`src/rtl/pbm_pkg.sv`:
```
// Shared types and constants for the binary PBM (P4) stream decoder.
// No dependencies; imported by the parser, the pixel unpacker and the top level.
`default_nettype none

package pbm_pkg;

  // Header characters.
  localparam logic [7:0] CH_P       = 8'h50;
  localparam logic [7:0] CH_FOUR    = 8'h34;
  localparam logic [7:0] CH_NEWLINE = 8'h0A;
  localparam logic [7:0] CH_SPACE   = 8'h20;
  localparam logic [7:0] CH_HASH    = 8'h23;
  localparam logic [7:0] CH_ZERO    = 8'h30;
  localparam logic [7:0] CH_NINE    = 8'h39;
  localparam logic [7:0] CH_TAB     = 8'h09;
  localparam logic [7:0] CH_CR      = 8'h0D;

  localparam logic [7:0] PIX_CLEAR = 8'd255;
  localparam logic [7:0] PIX_SET   = 8'd0;

  // Error codes carried by an error result.
  localparam logic [2:0] ERR_NONE      = 3'd0;
  localparam logic [2:0] ERR_BAD_MAGIC = 3'd1;
  localparam logic [2:0] ERR_BAD_SEP   = 3'd2;
  localparam logic [2:0] ERR_BAD_DIGIT = 3'd3;
  localparam logic [2:0] ERR_BAD_DIM   = 3'd4;

  localparam int OUT_DATA_W = 40;

  // One unit of work handed from the parser to the unpacker: either a single
  // error result or one raster byte that expands to cnt_m1+1 pixels.
  typedef struct packed {
    logic        is_err;
    logic [2:0]  err_code;
    logic [7:0]  bits;
    logic [11:0] row;
    logic [11:0] col_base;
    logic [2:0]  cnt_m1;
    logic        last_img;
  } pbm_job_t;

  function automatic logic is_space(input logic [7:0] b);
    return (b == CH_SPACE) || ((b >= CH_TAB) && (b <= CH_CR));
  endfunction

  function automatic logic is_digit(input logic [7:0] b);
    return (b >= CH_ZERO) && (b <= CH_NINE);
  endfunction

endpackage

`default_nettype wire

```
`src/rtl/pbm_parser.sv`:
```
// Header parser and raster position tracker for the PBM (P4) decoder.
// Depends on pbm_pkg; turns each accepted beat into at most one job for pbm_unpack.
`default_nettype none

module pbm_parser
  import pbm_pkg::*;
#(
  parameter int MAX_DIM = 4096
) (
  input  wire logic       clk,
  input  wire logic       rst,
  input  wire logic       accept,
  input  wire logic [7:0] data_byte,
  input  wire logic       start_of_file,
  output logic            job_push,
  output pbm_job_t        job
);

  localparam int DIM_W   = $clog2(MAX_DIM + 2);
  localparam int BIR_W   = $clog2((MAX_DIM + 7) / 8 + 1);
  localparam int ACC_W   = DIM_W + 4;
  localparam int COL_W   = DIM_W + 1;
  localparam logic [DIM_W-1:0] MAX_V = DIM_W'(MAX_DIM);
  localparam logic [DIM_W-1:0] SAT_V = DIM_W'(MAX_DIM + 1);

  typedef enum logic [11:0] {
    PH_MAGIC         = 12'b0000_0000_0001,
    PH_GOT_P         = 12'b0000_0000_0010,
    PH_AFTER_MAGIC   = 12'b0000_0000_0100,
    PH_COMMENT_CHECK = 12'b0000_0000_1000,
    PH_IN_COMMENT    = 12'b0000_0001_0000,
    PH_WIDTH_LEAD    = 12'b0000_0010_0000,
    PH_WIDTH_DIGITS  = 12'b0000_0100_0000,
    PH_HEIGHT_LEAD   = 12'b0000_1000_0000,
    PH_HEIGHT_DIGITS = 12'b0001_0000_0000,
    PH_RASTER        = 12'b0010_0000_0000,
    PH_ERROR         = 12'b0100_0000_0000,
    PH_DONE          = 12'b1000_0000_0000
  } phase_t;

  phase_t             phase, phase_next, ph;
  logic [DIM_W-1:0]   acc, acc_next;
  logic [DIM_W-1:0]   image_width, image_width_next;
  logic [DIM_W-1:0]   image_height, image_height_next;
  logic [BIR_W-1:0]   bpr, bpr_next;
  logic [DIM_W-1:0]   row_counter, row_counter_next;
  logic [BIR_W-1:0]   byte_in_row, byte_in_row_next;

  logic               sp, dig, err_push, pix_push;
  logic [2:0]         err_code;
  logic [DIM_W-1:0]   acc_first, acc_more;
  logic               acc_bad;
  logic [COL_W-1:0]   col_base, remain;
  logic [2:0]         cnt_m1;
  logic               row_end, img_end;
  logic [DIM_W-1:0]   row_inc;
  logic [DIM_W:0]     width_round;

  // Decimal accumulate with saturation just above the largest legal size.
  function automatic logic [DIM_W-1:0] accumulate(input logic [DIM_W-1:0] base,
                                                   input logic [7:0] b);
    logic [ACC_W-1:0] sum;
    sum = ACC_W'(base) * ACC_W'(10) + ACC_W'(b - CH_ZERO);
    return (sum > ACC_W'(MAX_DIM)) ? SAT_V : sum[DIM_W-1:0];
  endfunction

  always_comb begin
    ph        = start_of_file ? PH_MAGIC : phase;
    sp        = is_space(data_byte);
    dig       = is_digit(data_byte);
    acc_first = accumulate('0, data_byte);
    acc_more  = accumulate(acc, data_byte);
    acc_bad   = (acc == '0) || (acc > MAX_V);

    col_base = COL_W'({byte_in_row, 3'b000});
    remain   = COL_W'(image_width) - col_base;
    cnt_m1   = (remain >= COL_W'(8)) ? 3'd7 : 3'(remain[2:0] - 3'd1);
    row_end  = (byte_in_row + BIR_W'(1)) == bpr;
    row_inc  = row_counter + DIM_W'(1);
    img_end  = row_end && (row_inc == image_height);
    width_round = (DIM_W + 1)'(acc) + (DIM_W + 1)'(7);

    phase_next        = phase;
    acc_next          = acc;
    image_width_next  = image_width;
    image_height_next = image_height;
    bpr_next          = bpr;
    row_counter_next  = row_counter;
    byte_in_row_next  = byte_in_row;
    err_push          = 1'b0;
    err_code          = ERR_NONE;
    pix_push          = 1'b0;

    case (ph)
      PH_MAGIC: begin
        if (data_byte == CH_P) begin
          phase_next = PH_GOT_P;
        end else if (!sp) begin
          err_push = 1'b1;
          err_code = ERR_BAD_MAGIC;
        end else begin
          phase_next = PH_MAGIC;
        end
      end
      PH_GOT_P: begin
        if (data_byte == CH_FOUR) begin
          phase_next = PH_AFTER_MAGIC;
        end else begin
          err_push = 1'b1;
          err_code = ERR_BAD_MAGIC;
        end
      end
      PH_AFTER_MAGIC: begin
        if (data_byte == CH_NEWLINE) begin
          phase_next = PH_COMMENT_CHECK;
        end else begin
          err_push = 1'b1;
          err_code = sp ? ERR_BAD_SEP : ERR_BAD_MAGIC;
        end
      end
      PH_COMMENT_CHECK, PH_WIDTH_LEAD: begin
        // A byte that does not open a comment already belongs to the width.
        if ((ph == PH_COMMENT_CHECK) && (data_byte == CH_HASH)) begin
          phase_next = PH_IN_COMMENT;
        end else if (sp) begin
          phase_next = PH_WIDTH_LEAD;
        end else if (dig) begin
          acc_next   = acc_first;
          phase_next = PH_WIDTH_DIGITS;
        end else begin
          err_push = 1'b1;
          err_code = ERR_BAD_DIGIT;
        end
      end
      PH_IN_COMMENT: begin
        if (data_byte == CH_NEWLINE) begin
          phase_next = PH_WIDTH_LEAD;
        end
      end
      PH_WIDTH_DIGITS: begin
        if (dig) begin
          acc_next = acc_more;
        end else if (data_byte != CH_SPACE) begin
          err_push = 1'b1;
          err_code = ERR_BAD_SEP;
        end else if (acc_bad) begin
          err_push = 1'b1;
          err_code = ERR_BAD_DIM;
        end else begin
          image_width_next = acc;
          bpr_next         = BIR_W'(width_round >> 3);
          acc_next         = '0;
          phase_next       = PH_HEIGHT_LEAD;
        end
      end
      PH_HEIGHT_LEAD: begin
        if (sp) begin
          phase_next = PH_HEIGHT_LEAD;
        end else if (dig) begin
          acc_next   = acc_first;
          phase_next = PH_HEIGHT_DIGITS;
        end else begin
          err_push = 1'b1;
          err_code = ERR_BAD_DIGIT;
        end
      end
      PH_HEIGHT_DIGITS: begin
        if (dig) begin
          acc_next = acc_more;
        end else if (data_byte != CH_NEWLINE) begin
          err_push = 1'b1;
          err_code = ERR_BAD_SEP;
        end else if (acc_bad) begin
          err_push = 1'b1;
          err_code = ERR_BAD_DIM;
        end else begin
          image_height_next = acc;
          acc_next          = '0;
          row_counter_next  = '0;
          byte_in_row_next  = '0;
          phase_next        = PH_RASTER;
        end
      end
      PH_RASTER: begin
        pix_push = 1'b1;
        if (row_end) begin
          byte_in_row_next = '0;
          row_counter_next = row_inc;
          if (row_inc == image_height) begin
            phase_next = PH_DONE;
          end
        end else begin
          byte_in_row_next = byte_in_row + BIR_W'(1);
        end
      end
      PH_ERROR, PH_DONE: begin
        phase_next = ph;
      end
      default: begin
        phase_next = PH_MAGIC;
      end
    endcase

    if (err_push) begin
      phase_next = PH_ERROR;
    end

    job_push     = accept && (err_push || pix_push);
    job          = '0;
    job.is_err   = err_push;
    job.err_code = err_code;
    if (pix_push) begin
      job.bits     = data_byte;
      job.row      = 12'(row_counter);
      job.col_base = 12'(col_base);
      job.cnt_m1   = cnt_m1;
      job.last_img = img_end;
    end
  end

  always_ff @(posedge clk) begin
    if (rst) begin
      phase <= PH_MAGIC;
    end else if (accept) begin
      phase <= phase_next;
    end
  end

  always_ff @(posedge clk) begin
    if (accept) begin
      acc          <= acc_next;
      image_width  <= image_width_next;
      image_height <= image_height_next;
      bpr          <= bpr_next;
      row_counter  <= row_counter_next;
      byte_in_row  <= byte_in_row_next;
    end
  end

endmodule

`default_nettype wire

```
`src/rtl/pbm_unpack.sv`:
```
// Pixel unpacker: holds one job and expands it into result beats, one per cycle unless m_tready stalls.
// Depends on pbm_pkg; drives the registered master-side stream of the decoder.
`default_nettype none

module pbm_unpack
  import pbm_pkg::*;
(
  input  wire logic                  clk,
  input  wire logic                  rst,
  input  wire logic                  job_push,
  input  wire pbm_job_t              job_in,
  output logic                       job_ready,
  output logic                       m_tvalid,
  input  wire logic                  m_tready,
  output logic [OUT_DATA_W-1:0]      m_tdata,   // pixel_value, pixel_row, pixel_col, error_code
  output logic                       m_tuser,   // kind
  output logic                       m_tlast    // last_pixel
);

  pbm_job_t   job;
  logic       job_valid;
  logic [2:0] idx;

  logic       out_load, step_last, job_done;
  logic [7:0] pix_value;
  logic [11:0] pix_col;
  logic       pix_last;

  assign out_load  = !m_tvalid || m_tready;
  assign step_last = job.is_err || (idx == job.cnt_m1);
  assign job_done  = job_valid && out_load && step_last;
  assign job_ready = !job_valid || job_done;

  always_comb begin
    pix_value = job.bits[3'd7 - idx] ? PIX_SET : PIX_CLEAR;
    pix_col   = job.col_base + 12'(idx);
    pix_last  = job.last_img && (idx == job.cnt_m1);
  end

  always_ff @(posedge clk) begin
    if (rst) begin
      job_valid <= 1'b0;
    end else if (job_push) begin
      job_valid <= 1'b1;
    end else if (job_done) begin
      job_valid <= 1'b0;
    end
  end

  always_ff @(posedge clk) begin
    if (job_push) begin
      job <= job_in;
      idx <= '0;
    end else if (job_valid && out_load) begin
      idx <= idx + 3'd1;
    end
  end

  always_ff @(posedge clk) begin
    if (rst) begin
      m_tvalid <= 1'b0;
    end else if (out_load) begin
      m_tvalid <= job_valid;
    end
  end

  always_ff @(posedge clk) begin
    if (out_load && job_valid) begin
      m_tuser <= job.is_err;
      if (job.is_err) begin
        m_tdata <= {5'd0, job.err_code, 12'd0, 12'd0, 8'd0};
        m_tlast <= 1'b0;
      end else begin
        m_tdata <= {5'd0, ERR_NONE, pix_col, job.row, pix_value};
        m_tlast <= pix_last;
      end
    end
  end

  a_push_when_free: assert property (@(posedge clk) disable iff (rst)
    job_push |-> job_ready)
    else $error("job pushed while the unpacker is still busy");

  a_idx_in_range: assert property (@(posedge clk) disable iff (rst)
    (job_valid && !job.is_err) |-> (idx <= job.cnt_m1))
    else $error("pixel index ran past the end of its byte");

  a_last_is_pixel: assert property (@(posedge clk) disable iff (rst)
    (m_tvalid && m_tlast) |-> !m_tuser)
    else $error("last-pixel flag on an error beat");

  a_error_single: assert property (@(posedge clk) disable iff (rst)
    (job_valid && job.is_err && out_load && !job_push) |=> !job_valid)
    else $error("error job produced more than one beat");

endmodule

`default_nettype wire

```
`src/rtl/pbm_p4_stream_decoder.sv`:
```
// Top level of the binary PBM (P4) stream decoder.
// Depends on pbm_pkg, pbm_parser and pbm_unpack.
//
//  Port group   Dir   Beat contents (low bits first)
//  s_*          in    tdata: data_byte[7:0]; tuser: start_of_file
//  m_*          out   tdata: pixel_value[7:0], pixel_row[19:8], pixel_col[31:20],
//                     error_code[34:32], zero[39:35]; tuser: kind; tlast: last_pixel
//
// A header byte is parsed in the cycle it is accepted and yields no beat or one
// error beat. A raster byte yields one to eight pixel beats, one per cycle unless
// m_tready stalls; the next byte waits while the unpacker still holds its job.
// The next input beat is taken in the cycle the unpacker issues its last beat.
// Reset puts the parser at the start of a file; the output stalls freely on m_tready.
`default_nettype none

module pbm_p4_stream_decoder
  import pbm_pkg::*;
#(
  parameter int MAX_DIM = 4096
) (
  input  wire logic                  clk,
  input  wire logic                  rst,
  input  wire logic                  s_tvalid,
  output logic                       s_tready,
  input  wire logic [7:0]            s_tdata,   // data_byte
  input  wire logic                  s_tuser,   // start_of_file
  output logic                       m_tvalid,
  input  wire logic                  m_tready,
  output logic [OUT_DATA_W-1:0]      m_tdata,   // pixel_value, pixel_row, pixel_col, error_code
  output logic                       m_tuser,   // kind
  output logic                       m_tlast    // last_pixel
);

  logic     accept;
  logic     job_push;
  logic     job_ready;
  pbm_job_t job;

  assign s_tready = job_ready;
  assign accept   = s_tvalid && job_ready;

  pbm_parser #(
    .MAX_DIM(MAX_DIM)
  ) u_parser (
    .clk           (clk),
    .rst           (rst),
    .accept        (accept),
    .data_byte     (s_tdata),
    .start_of_file (s_tuser),
    .job_push      (job_push),
    .job           (job)
  );

  pbm_unpack u_unpack (
    .clk       (clk),
    .rst       (rst),
    .job_push  (job_push),
    .job_in    (job),
    .job_ready (job_ready),
    .m_tvalid  (m_tvalid),
    .m_tready  (m_tready),
    .m_tdata   (m_tdata),
    .m_tuser   (m_tuser),
    .m_tlast   (m_tlast)
  );

endmodule

`default_nettype wire

```
`config.mk`:
```
export PLATFORM = sky130hd
export DESIGN_NAME = pbm_p4_stream_decoder
export DESIGN_NICKNAME = d
export VERILOG_FILES = /design/src/rtl/pbm_pkg.sv /design/src/rtl/pbm_parser.sv /design/src/rtl/pbm_unpack.sv /design/src/rtl/pbm_p4_stream_decoder.sv
export SDC_FILE = /design/constraint.sdc
export NUM_CORES = 1
export LEC_CHECK = 0
export BUFFER_PORTS_ARGS = -buffer_cell sky130_fd_sc_hd__buf_4
export CORE_ASPECT_RATIO = 0.7
export CORE_MARGIN = 4
export CORE_UTILIZATION = 50
export DETAILED_ROUTE_END_ITERATION = 8
export PLACE_DENSITY = 0.64
export SETUP_SLACK_MARGIN = 0.05
export SKIP_LAST_GASP = 1
export SLEW_MARGIN = 20
export SYNTH_ARGS = -nofsm -noshare
export SYNTH_HDL_FRONTEND = slang
export SYNTH_SLANG_ARGS = --single-unit
```
`constraint.sdc`:
```
create_clock -name clk -period 13.1 [get_ports clk]
set_input_delay 1.31 -clock clk [delete_from_list [all_inputs] [get_ports clk]]
set_output_delay 1.31 -clock clk [all_outputs]
set_load 0.01 [all_outputs]
```
== After elaboration in Yosys (flattened, before gate mapping) ==
Cells that the tools add are included.

* Register bits after elaboration: 171
* Output and inout port bits: 44
* Word-level logic and storage cells: 195

* Add/sub/neg operators: 10
* Multipliers: 1
* Order comparisons: 9
* Equal/unequal tests: 43
* Mux-type cells: 76
* Bitwise logic cells: 4
* Reductions and logical operators: 29

{| class="wikitable"
|+ Operators with widths
! operator !! number
|-
| 12-bit two-way mux || 20
|-
| 13-bit two-way mux || 14
|-
| 12-bit one-hot mux with 10 select lines || 1
|-
| 13-bit one-hot mux with 4 select lines || 1
|-
| 10-bit two-way mux || 4
|-
| 17-bit by 13-bit > comparator with 1-bit output, second input constant || 2
|-
| 3-bit two-way mux || 9
|-
| 13-bit one-hot mux with 2 select lines || 1
|-
| 8-bit by 6-bit == test with 1-bit output, second input constant || 3
|-
| 3-bit one-hot mux with 7 select lines || 1
|-
| 10-bit one-hot mux with 2 select lines || 1
|-
| 5-bit AND reduction || 4
|-
| 1-bit two-way mux || 18
|-
| 3-bit by 2-bit inequality test with 1-bit output, second input constant || 6
|-
| 17-bit adder || 1
|-
| 13-bit by 3-bit multiplier with 16-bit output, second input constant || 1
|-
| 3-bit by 1-bit inequality test with 1-bit output, second input constant || 5
|-
| 15-bit AND reduction || 1
|-
| 14-bit by 4-bit >= comparator with 1-bit output, second input constant || 1
|-
| 13-bit by 13-bit subtractor with 14-bit output || 1
|-
| 13-bit by 1-bit adder with 13-bit output, second input constant || 1
|-
| 13-bit by 3-bit adder with 13-bit output, second input constant || 1
|-
| 13-bit == test || 1
|-
| 13-bit > comparator, second input constant || 1
|-
| other kinds (47) || 73
|}

== Logic depth before layout (Yosys ltp) ==
Gate-level depths: netlist (run 1).

* Depth in word-level cells: 9
* Gate-level depth with buffers: 21
* Mapped depth without buffers: 20

== Cells and area by module ==
A second synthesis (run 1) with hierarchy kept.

* Cells, all modules: 1026
* Area, all modules: 10560.1 µm²

{| class="wikitable"
|+ By module, submodules not included
! module !! times used !! cells an instance !! area each (µm²)
|-
| pbm_parser || 1 || 839 || 7556.0
|-
| pbm_unpack || 1 || 186 || 2997.9
|-
| pbm_p4_stream_decoder || 1 || 1 || 6.3
|}

== Least setup slack after synthesis (run 1) ==
OpenSTA, ideal clock, no wires.

* Kind: input -> register
* Start point: input s_tuser
* End point: register u_unpack.job[0] (netlist name), enable pin
* Arrival: 4.920 ns
* Data required time: 12.641 ns
* Path slack: 7.721 ns
* Stages on the path: 8
* Path buffers: 1
* Cell sequence: clkbuf_1 > nor3_1 > nand3_1 > a21o_1 > or2_2 > a21oi_1 > o21ai_0 > a31oi_1

* Longest elaborated chain between the ends: 7

{| class="wikitable"
|+ Ends and longest elaborated chain
! item !! line !! RTL
|-
| start: declaration || pbm_p4_stream_decoder.sv:26 || <nowiki>input wire logic s_tuser,</nowiki>
|-
| 12-bit two-way mux (*) || pbm_parser.sv:68 || <nowiki>ph = start_of_file ? PH_MAGIC : phase;</nowiki>
|-
| 12-bit by 4-bit == test with 1-bit output || pbm_parser.sv:94, pbm_parser.sv:123 ||
|-
| 1-bit logical AND || pbm_parser.sv:123 || <nowiki>if ((ph == PH_COMMENT_CHECK) && (data_byte == CH_HASH)) begin</nowiki>
|-
| 1-bit two-way mux || pbm_parser.sv:123 ||
|-
| 1-bit one-hot mux with 7 select lines || pbm_parser.sv:94 || <nowiki>case (ph)</nowiki>
|-
| 1-bit logical OR (*) || pbm_parser.sv:208 || <nowiki>job_push = accept && (err_push || pix_push);</nowiki>
|-
| 1-bit logical AND (*) || pbm_parser.sv:208 ||
|-
| net job_push || pbm_p4_stream_decoder.sv:35 || <nowiki>logic job_push;</nowiki>
|-
| end signal: assignment || pbm_unpack.sv:52 || <nowiki>job <= job_in;</nowiki>
|-
| end: declaration || pbm_unpack.sv:20 || <nowiki>pbm_job_t job;</nowiki>
|}

The timed path passes the listed nets; every way through them passes the cells marked *.
A chain may end at the register's enable or synchronous reset.

== Worst setup path after layout (run 1) ==
* Start point: register u_parser.acc[4]
* End point: register u_parser.acc[4] (data pin)

* Longest elaborated chain between the ends: 6

{| class="wikitable"
|+ Ends and longest elaborated chain
! item !! line !! RTL
|-
| start: declaration || pbm_parser.sv:42 || <nowiki>logic [DIM_W-1:0] acc, acc_next;</nowiki>
|-
| start signal: assignment || pbm_parser.sv:231 || <nowiki>acc <= acc_next;</nowiki>
|-
| 13-bit by 3-bit multiplier with 16-bit output (tied with other cells) || pbm_parser.sv:63 || <nowiki>sum = ACC_W'(base) * ACC_W'(10) + ACC_W'(b - CH_ZERO);</nowiki>
|-
| 17-bit adder or 1-bit logical OR (tied branches) || -- ||
|-
| 17-bit by 13-bit > comparator with 1-bit output or 13-bit two-way mux (tied branches) || -- ||
|-
| 13-bit two-way mux, on equally long branches || -- ||
|-
| 13-bit two-way mux, on equally long branches || pbm_parser.sv:168, pbm_parser.sv:141 ||
|-
| 13-bit one-hot mux with 4 select lines (*) || pbm_parser.sv:94 ||
|-
| net u_parser.acc_next[4] || pbm_parser.sv:42 ||
|}

The timed path passes the listed nets; every way through them passes the cells marked *. The select of a mux whose other input is x is not followed.

==> metrics.yaml, run 1 <==
htreeDepth: 4
crit_type: "register to register"
p_seq_frac: 0.496
worst_pin_slew_ns: 0.848
area_growth_pct: 11.8
yosysMostFrequentCell: "edfxtp_1"
synth-async-reset-ratio: 0
synth_area_leaders: "edfxtp_1, ha_1, xor2_1"
vias: 6970
p_sw_frac: 0.245
critical_path_peak_fanout: 9
crit_top_cell: "ha_1"
diodes: 0
cts_tree: "done"
drv_slew: 0
clkLatencyLatePin_ns: 0.43
finalHoldViolCount: 0
skew_ns: 0.0202
fin_total_pwr_mw: 1.15
numCtsBuffers: 17
fin_crit_ns: 5.17
finalNetCount: 995
cts_setup_buffers: 0
synth_common_cells: "edfxtp_1, nor2_1, ha_1"
vias_per_cell: 5.95
yosys.area.top_type: "edfxtp_1"
synthXorXnorAreaFrac: 0.0828
pin_count: 57
final_layout_size_suffix_gt1_frac: 0.126
synthCells: 886
dp_hpwl_um: 16800
p_clk_frac: 0.418
required_ns: 13.36
wirelength_um: 22100
yosysTopAreaCellShare: 0.438
synth_warnings: 0
start_util: 0.519
maxSlewHeadroom: 0.420
synth_top_family_by_area: "simple AND/OR/NAND/NOR gates"
p_leak_nw: 3.90
coreArea_mm2: 0.0184
p_switching_mw: 0.281
cp_slowest_cell: "or3_1"
setup_tns_ns: 0
synthSimpleGateAreaFrac: 0.194
first_pass_iters: 6
grt_pass1_wl_um: 35100
antenna_found_initial: 1
muxShareOfSynthArea: 0.00997
maxClockFrequency_mhz: 194
grt_pass1_vias: 6340
ys.flop_type: "edfxtp_1"
synth.avg_cell_area_um2: 10.8
combPwrFrac: 0.087
peakVddDrop_uv: 86.8
synthesis.area_mm2: 0.00954
dieHeight_um: 124
avgRoutedWirePerCell_um: 18.9
drv_cap: 0
synth_seq_area_share: 0.473
cp.arrival_ns: 5.42
drt-initial-drc-count: 577
synth-seq-cells: 156
grt_max_degree: 41
routabilityCongestion: 0.947
clockRootBuffer: "clkbuf_16"
cts_num_sinks: 156
overflow: 0
p_int_mw: 0.868
port_buffers: 51
start_kind: "register"
rows: 41
clockBufferDepth: 2
yosys.area_share.adder: 0.0797
hold_class: "register to register"
rsz0062_at_grt: "no"
track_usage: 0.210
synth_compound_area_frac: 0.124
clk_pin_slew_worst_paths_ns: 0.07
ctsHoldBuffers: 0
period_share: 0.394
drtAntennaViolNets: 0
post_cts_resized: 0
drc: 0
critPathCaptureType: "register"
ys_types: 83
status: "finished, final reports clean"
max_stage_delay_ns: 0.55
fp.dieW_um: 173
die-area_mm2: 0.0214
power_density_mw_per_mm2: 108
setup_viol: 0
synth_edf_count: 139
path_cells: "ha_1, ha_1, a21o_1, a21oi_1, nor2b_1, o21a_1, o21ai_0, nand2b_1, a41oi_1, nor2b_1, xnor2_1, ha_1, a21o_1, a31oi_1, a21boi_0, o21ai_0, xor2_1, nand4_1, or3_1, o22ai_1"
==> power by group through the flow <==
stage / sequential (mW) / clock, mW / combinational [mW]
floorplan: 0.579 / 0 / 0.0702
global placement: 0.580 / 0 / 0.0979
detailed placement: 0.581 / 0 / 0.0987
global route: 0.572 / 0.512 / 0.109
finish: 0.570 / 0.480 / 0.0994
CTS: 0.570 / 0.489 / 0.0992
==> area by class of cell <==
cell class                 instances  area [um^2]
tap                              236          295
timing repair buffer              59          443
clock inverter                    15          153
inverter                          27          101
fill                            1558         7700
clock buffer                      17          425
sequential                       156         4510
multi-input combinational        662         4730
==> layout by cell type, fill, tap and decap left out, types with 11 or more instances in the layout <==
cell,n
xor2_1,43
dfxtp_1,17
and2_1,26
a21o_1,11
o21ai_0,25
nor2b_1,44
nor4_1,15
nand4_1,13
a21oi_1,40
nor3_1,24
nand3_1,24
nor2_1,76
xnor2_1,42
buf_4,59
edfxtp_1,139
clkbuf_16,17
nand2b_1,14
nand2_1,41
ha_1,56
inv_1,26
==> layer usage <==
metal,share of wire,routed length [um],GRT usage
met1,0.51,11300,0.330
met5,0,0,0
met4,0.0093,207,0.0538
met2,0.40,8810,0.288
met3,0.082,1810,0.0513
==> path summary, 6_finish.rpt <==
kind	slack, ns	cells past startpoint	end	start
max	7.93	20	u_parser.acc[4]	u_parser.acc[4]
min	0.48	2	u_unpack.m_tvalid	u_unpack.job_valid
max reg2reg	7.93	20	u_parser.acc[4]	u_parser.acc[4]
min reg2reg	0.48	2	u_unpack.m_tvalid	u_unpack.job_valid
==> flip-flops by register name, summed over array words and instances (netlist names) <==
register / flops
u_parser.byte_in_row: 10
u_parser.image_height: 13
u_parser.bpr: 10
u_parser.row_counter: 13
u_unpack.m_tdata: 28
u_unpack.m_tuser: 1
u_parser.phase: 12
u_unpack.idx: 3
u_parser.image_width: 13
u_unpack.m_tlast: 1
u_unpack.job_valid: 1
u_unpack.job: 37
u_unpack.m_tvalid: 1
u_parser.acc: 13
==> critical path, delay by kind of cell, from the launching register on <==
family,cells,cell delay [ns]
compound gates,10,2.02
xor+xnor,2,0.33
fa+ha+maj,3,0.98
flops,1,0.52
simple gates,5,1.13
==> per-stage QoR <==
stage	utilization	std cells	cell area, um^2	hold WS, ns	setup slack (ns)
floorplan	-	890	9550	0.439	7.72
global placement	0.549	1140	10100	0.451	8.05
detailed placement	0.549	1140	10100	0.473	7.93
CTS	0.581	1172	10700	0.485	7.92
global route	0.581	1172	10700	0.526	7.58
finish	0.581	1172	10700	0.482	7.93
==> kinds of logic after synthesis <==
group / count (synthesis)
adders and majority gates: 59
muxes: 7
other: 1
DFF: 156
buffers and inverters: 72
and+or+nand+nor: 336
xor gates and xnor gates: 87
AOI/OAI and AO/OA: 168
(Power assumes the default switching activity.)
==> inputs of run 2 (changes only) <==
==> constraint.sdc (replaced) <==
create_clock -name clk -period 5.25 [get_ports clk]
set_input_delay 0.525 -clock clk [delete_from_list [all_inputs] [get_ports clk]]
set_output_delay 0.525 -clock clk [all_outputs]
set_load 0.01 [all_outputs]
==> run 2 against run 1 <==
Compared with the run above:
- maximum frequency increased by 7.0%
- core utilization increased by 0.57 points
- sequential share of layout area down 0.41 points
- critical path type unchanged
- largest power group unchanged
==> metrics.yaml, run 2 (same netlist as run 1, synthesis figures left out) <==
status: "finished, final reports clean"
rsz0062_at_grt: "no"
start_util: 0.519  # unchanged
drt-initial-drc-count: 737  # +28%
hold_start: "s_tvalid"
worstReg2RegStart: "u_parser.acc[2]"
ff2ff_setup_slack_ns: 0.42  # -7.51 ns
drv_cap: 0  # unchanged
coreArea_mm2: 0.0184  # unchanged
min_to: "u_unpack.job_valid"
cp.arrival_ns: 5.08  # -0.34 ns
drc: 0  # unchanged
cp_slowest_cell: "or3_4"
clockBufferDepth: 2  # unchanged
reg_top3: "u_unpack.job: 37 flops, u_unpack.m_tdata: 28 flops"
grt_max_degree: 41  # unchanged
max_stage_delay_ns: 0.52  # -0.03 ns
antenna_found_initial: 0  # -1
final_area_mm2: 0.0108  # +0.99%
fp.dieW_um: 173  # unchanged
vias: 7056  # +1.2%
overflow: 0  # unchanged
drv_slew: 0  # unchanged
setup_tns_ns: 0  # unchanged
grt_pass1_vias: 6435  # +1.5%
crit_type: "register to register"
hold_path_depth: 3  # +1
fin_util: 0.586  # +0.00572
largest_reg_flops: 37  # unchanged
port_buffers: 51  # unchanged
final_layout_size_suffix_gt1_frac: 0.131  # +0.00492
regToRegEndpoint: "u_parser.acc[4]"
ctsHoldBuffers: 0  # unchanged
cp-startpoint: "u_parser.acc[2]"
critPathBufInv: 0  # unchanged
clkLatencyLatePin_ns: 0.42  # about the same
dp_hpwl_um: 17200  # +2.1%
wirelength_um: 22600  # +2.0%
skew_ns: 0.0118  # -0.00837 ns
finalNetCount: 998  # +0.30%
numCtsBuffers: 17  # unchanged
fin_crit_ns: 4.83  # -0.340 ns
maxClockFrequency_mhz: 207  # +7.0%
start_kind: "register"
regMostFlops: "u_unpack.job"
routabilityCongestion: 0.933  # -1.4%
post_dp_cell_area_mm2: 0.0101  # +0.15%
diodes: 0  # unchanged
first_pass_iters: 6  # unchanged
maxSlewHeadroom: 0.312  # -0.108
clockRootBuffer: "clkbuf_16"
critical_path_peak_fanout: 7  # -2
setup_slack_ns: 0.424  # -7.51 ns
finalNonFillerCells: 1175  # +0.26%
crit_top_cell: "ha_1"
period_share: 0.919  # +0.525
r2r_cells: 20  # unchanged
final_common_cell: "edfxtp_1"
htreeDepth: 4  # unchanged
worst_pin_slew_ns: 1.01  # +0.158 ns
critPathCaptureType: "register"
crit_family: "compound AO/OA/AOI/OAI gates"
cts_num_sinks: 156  # unchanged
grt_pass1_wl_um: 35900  # +2.0%
finalHoldViolCount: 0  # unchanged
pin_count: 57  # unchanged
area_growth_pct: 12.9
mostFrequentLayoutCells: "edfxtp_1, nor2_1, buf_4"
die-area_mm2: 0.0214  # unchanged
vias_per_cell: 6.01  # +0.98%
clk_pin_slew_worst_paths_ns: 0.07  # about the same
peakVddDrop_uv: 218  # +150%
path_cells: "ha_1, ha_1, a21o_1, a21oi_1, nor2b_1, o21a_1, o21ai_0, nand2b_1, a41oi_1, nor2b_1, xnor2_1, ha_1, a21o_1, a31oi_1, a21boi_2, o21ai_0, xor2_1, nand4_1, or3_4, o22ai_1"
setup_viol: 0  # unchanged
required_ns: 5.50  # -7.86 ns
power_density_mw_per_mm2: 281  # +160%
drtAntennaViolNets: 0  # unchanged
dp_slack_ns: 0.255  # -7.68 ns
placed_cells: 1142  # +0.18%
hold_class: "input pin to register"
p_leak_nw: 3.96  # +1.5%
dieHeight_um: 124  # unchanged
track_usage: 0.214  # +0.00372
rows: 41  # unchanged
avgRoutedWirePerCell_um: 19.2  # +1.7%
cts_tree: "done"
## run 2: layer usage
layer	vias up	wire (um)	track usage
li1	3363	-	-
met1	3407	11400	0.335
met2	259	9060	0.295
met3	27	1750	0.0449
met4	0	347	0.0623
met5	-	0	0
## run 2: what timing repair did
item,CTS,global route
resized for setup,0,3
setup buffers,0,1
setup endpoints to repair,0,10
## run 2: worst reg2reg max path, cell delays in order, from the launching register on
cell and delay, ns:
edfxtp_1 0.45, ha_1 0.37, ha_1 0.30, a21o_1 0.18, a21oi_1 0.22, nor2b_1 0.07, o21a_1 0.18, o21ai_0 0.15
nand2b_1 0.10, a41oi_1 0.25, nor2b_1 0.19, xnor2_1 0.16, ha_1 0.29, a21o_1 0.18, a31oi_1 0.13, a21boi_2 0.20
o21ai_0 0.12, xor2_1 0.15, nand4_1 0.26, or3_4 0.52, o22ai_1 0.18
## run 2: cell type report
cell class,instances,area (um^2)
Clock buffer,17,425
Clock inverter,15,226
Fill cell,1574,7600
Inverter,27,101
Multi-Input combinational cell,662,4740
Sequential cell,156,4510
Tap cell,236,295
Timing Repair Buffer,62,465
## run 2: stage by stage
| stage | hold slack (ns) | total power, mW |
|---|---|---|
| floorplan | 0.439 | 1.62 |
| global placement | 0.451 | 1.69 |
| detailed placement | 0.468 | 1.70 |
| CTS | 0.381 | 3.05 |
| global route | 0.383 | 3.14 |
| finish | 0.403 | 3.03 |
## run 2: worst max path at each step
stage	endpoint	cells after the start	slack [ns]
2_1_floorplan	u_unpack.job[0]	8	0.66
5_1_grt	u_parser.acc[4]	19	0.05
4_1_cts	u_parser.acc[4]	20	0.23
3_5_place_dp	u_parser.acc[4]	20	0.25
6_report	u_parser.acc[4]	20	0.42
3_3_place_gp	u_parser.acc[4]	20	0.41
## run 2: power breakdown
group / total [mW] / switching [mW] / internal, mW / leakage [nW]
clock: 1.36 / 0.541 / 0.816 / 0.319
combinational: 0.252 / 0.147 / 0.104 / 2.21
sequential: 1.42 / 0.0277 / 1.39 / 1.43
==> inputs of run 3 (changes only) <==
--- a/config.mk
+++ b/config.mk
@@ -10,7 +10,7 @@
 export CORE_MARGIN = 4
 export CORE_UTILIZATION = 50
 export DETAILED_ROUTE_END_ITERATION = 8
-export PLACE_DENSITY = 0.64
+export PLACE_DENSITY = 0.68
 export SETUP_SLACK_MARGIN = 0.05
 export SKIP_LAST_GASP = 1
 export SLEW_MARGIN = 20
==> run 3 against run 2 <==
Compared with the run above:
- clock power decreased by 9.6%
- critical endpoint is now u_parser.acc[3]
- clock skew increased by 0.0018 ns
- combinational power about the same
- die area unchanged
- critical path depth unchanged
- maximum frequency decreased by 2.0%
- flip-flop and latch count unchanged
- register-to-register slack got worse by 0.098 ns
- hold slack got worse by 0.013 ns
- setup slack got worse by 0.098 ns
- total power decreased by 4.4%
- first-iteration DRC count increased by 9.4%
==> metrics.yaml, run 3 (same netlist as run 1, synthesis figures left out) <==
status: "finished, final reports clean"
reg_top3: "u_unpack.job: 37 flops, u_unpack.m_tdata: 28 flops"
placed_cells: 1141  # -0.088%
clockRootBuffer: "clkbuf_16"
drv_slew: 0  # unchanged
dieHeight_um: 124  # unchanged
antenna_found_initial: 0  # unchanged
crit_type: "register to register"
final_layout_size_suffix_gt1_frac: 0.130  # -0.000788
crit_top_cell: "ha_1"
grt_pass1_wl_um: 35000  # -2.4%
min_to: "u_unpack.job_valid"
period_share: 0.938  # +0.0187
numCtsBuffers: 17  # unchanged
mostFrequentLayoutCells: "edfxtp_1, nor2_1, buf_4"
htreeDepth: 4  # unchanged
track_usage: 0.210  # -0.00412
required_ns: 5.54  # +0.04 ns
finalNonFillerCells: 1173  # -0.17%
final_common_cell: "edfxtp_1"
r2r_cells: 20  # unchanged
coreArea_mm2: 0.0184  # unchanged
cts_num_sinks: 156  # unchanged
p_switching_mw: 0.758  # +5.9%
rsz0062_at_grt: "yes"
overflow: 0  # unchanged
routabilityCongestion: 0.919  # -1.6%
worstReg2RegStart: "u_parser.acc[2]"
fp.dieW_um: 173  # unchanged
worst_pin_slew_ns: 1.01  # +0.00240 ns
finalHoldViolCount: 0  # unchanged
hold_class: "input pin to register"
critPathCaptureType: "register"
peakVddDrop_uv: 163  # -26%
setup_viol: 0  # unchanged
fin_crit_ns: 4.92  # +0.0980 ns
port_buffers: 51  # unchanged
hold_path_depth: 3  # unchanged
pin_count: 57  # unchanged
regMostFlops: "u_unpack.job"
cp.arrival_ns: 5.22  # +0.14 ns
critical_path_peak_fanout: 5  # -2
rows: 41  # unchanged
cp_slowest_cell: "nor3_1"
path_cells: "ha_1, ha_1, a21o_1, a21oi_1, nor2b_1, o21a_1, o21ai_0, nand2b_1, a41oi_1, nor2b_1, xnor2_1, ha_1, a21o_1, a31oi_1, a21boi_1, o21ai_0, xor2_1, nand4_1, nor3_1, a22o_1"
grt_pass1_vias: 6248  # -2.9%
p_clk_frac: 0.423  # -0.025
wirelength_um: 22200  # -1.9%
grt_max_degree: 41  # unchanged
clkLatencyLatePin_ns: 0.43  # about the same
diodes: 0  # unchanged
p_int_mw: 2.14  # -7.6%
first_pass_iters: 5  # -1
vias_per_cell: 5.85  # -2.6%
drv_cap: 0  # unchanged
dp_slack_ns: 0.317  # +0.0616 ns
clockBufferDepth: 2  # unchanged
p_leak_nw: 3.92  # -0.92%
setup_slack_ns: 0.326  # -0.0980 ns
power_density_mw_per_mm2: 271  # -3.8%
cts_setup_buffers: 0  # unchanged
p_seq_frac: 0.490  # +0.021
dp_hpwl_um: 16500  # -3.8%
ctsHoldBuffers: 0  # unchanged
skew_ns: 0.0136  # +0.00178 ns
regToRegEndpoint: "u_parser.acc[3]"
start_util: 0.519  # unchanged
clk_pin_slew_worst_paths_ns: 0.07  # about the same
drtAntennaViolNets: 0  # unchanged
largest_reg_flops: 37  # unchanged
p_sw_frac: 0.262  # +0.0255
area_growth_pct: 12.1
ff2ff_setup_slack_ns: 0.33  # -0.10 ns
fin_util: 0.583  # -0.00382
max_stage_delay_ns: 0.55  # +0.03 ns
fill_cells: 1577  # +0.19%
drc: 0  # unchanged
drt-initial-drc-count: 806  # +9.4%
finalNetCount: 996  # -0.20%
combPwrFrac: 0.086  # +0.003
die-area_mm2: 0.0214  # unchanged
hold_start: "s_tvalid"
cts_tree: "done"
cp-startpoint: "u_parser.acc[2]"
maxClockFrequency_mhz: 203  # -2.0%
vias: 6863  # -2.7%
start_kind: "register"
avgRoutedWirePerCell_um: 18.9  # -1.7%
maxSlewHeadroom: 0.324  # +0.0121
[run 3: per-stage QoR]
step / hold WS [ns] / TNS, ns / total power, mW / cell area (um^2)
5_1_grt: 0.383 / -0.154 / 3.00 / 10700
3_5_place_dp: 0.451 / 0 / 1.70 / 10100
4_1_cts: 0.368 / 0 / 2.92 / 10700
2_1_floorplan: 0.439 / 0 / 1.62 / 9550
3_3_place_gp: 0.452 / 0 / 1.69 / 10100
6_report: 0.390 / 0 / 2.90 / 10700
[run 3: what timing repair did]
action	CTS	global route
gates resized for setup	0	2
setup endpoints to repair	0	10
endpoints found under the hold margin	0	0
[run 3: cell type report]
class / instances / area, um^2 / share of cell area
clock buffers: 17 / 425 / 0.0398
clock inverters: 15 / 170 / 0.0159
inverters: 27 / 101 / 0.00947
multi-input cells: 662 / 4740 / 0.443
flip-flops and latches: 156 / 4510 / 0.422
well taps: 236 / 295 / 0.0276
repair buffers: 60 / 450 / 0.0421
[run 3: power groups by stage]
stage,Clock (mW),Sequential [mW],Combinational [mW]
finish,1.23,1.42,0.250
global route,1.30,1.43,0.273
CTS,1.24,1.42,0.249
detailed placement,0,1.45,0.247
global placement,0,1.45,0.246
floorplan,0,1.45,0.175
[run 3: worst max-delay path by stage]
stage,end,cells after the start
4_1_cts,u_parser.acc[4],20
6_report,u_parser.acc[3],20
3_3_place_gp,u_parser.acc[4],20
2_1_floorplan,u_unpack.job[0],8
3_5_place_dp,u_parser.acc[4],20
5_1_grt,u_parser.acc[2],20
[run 3: metal layers]
layer	track usage	wire, um	vias to the layer above
li1	-	-	3364
met1	0.330	11400	3209
met2	0.277	8520	272
met3	0.0660	2020	18
met4	0.0483	223	0
met5	0	0	-
[run 3: critical path, delay by kind of cell (launching register included)]
family                   cells  cell delay [ns]
XOR/XNOR                     2             0.30
flip-flops                   1             0.47
AND/OR/NAND/NOR              5             1.15
AO/OA/AOI/OAI               10             1.89
adder cells (fa/ha/maj)      3             0.96
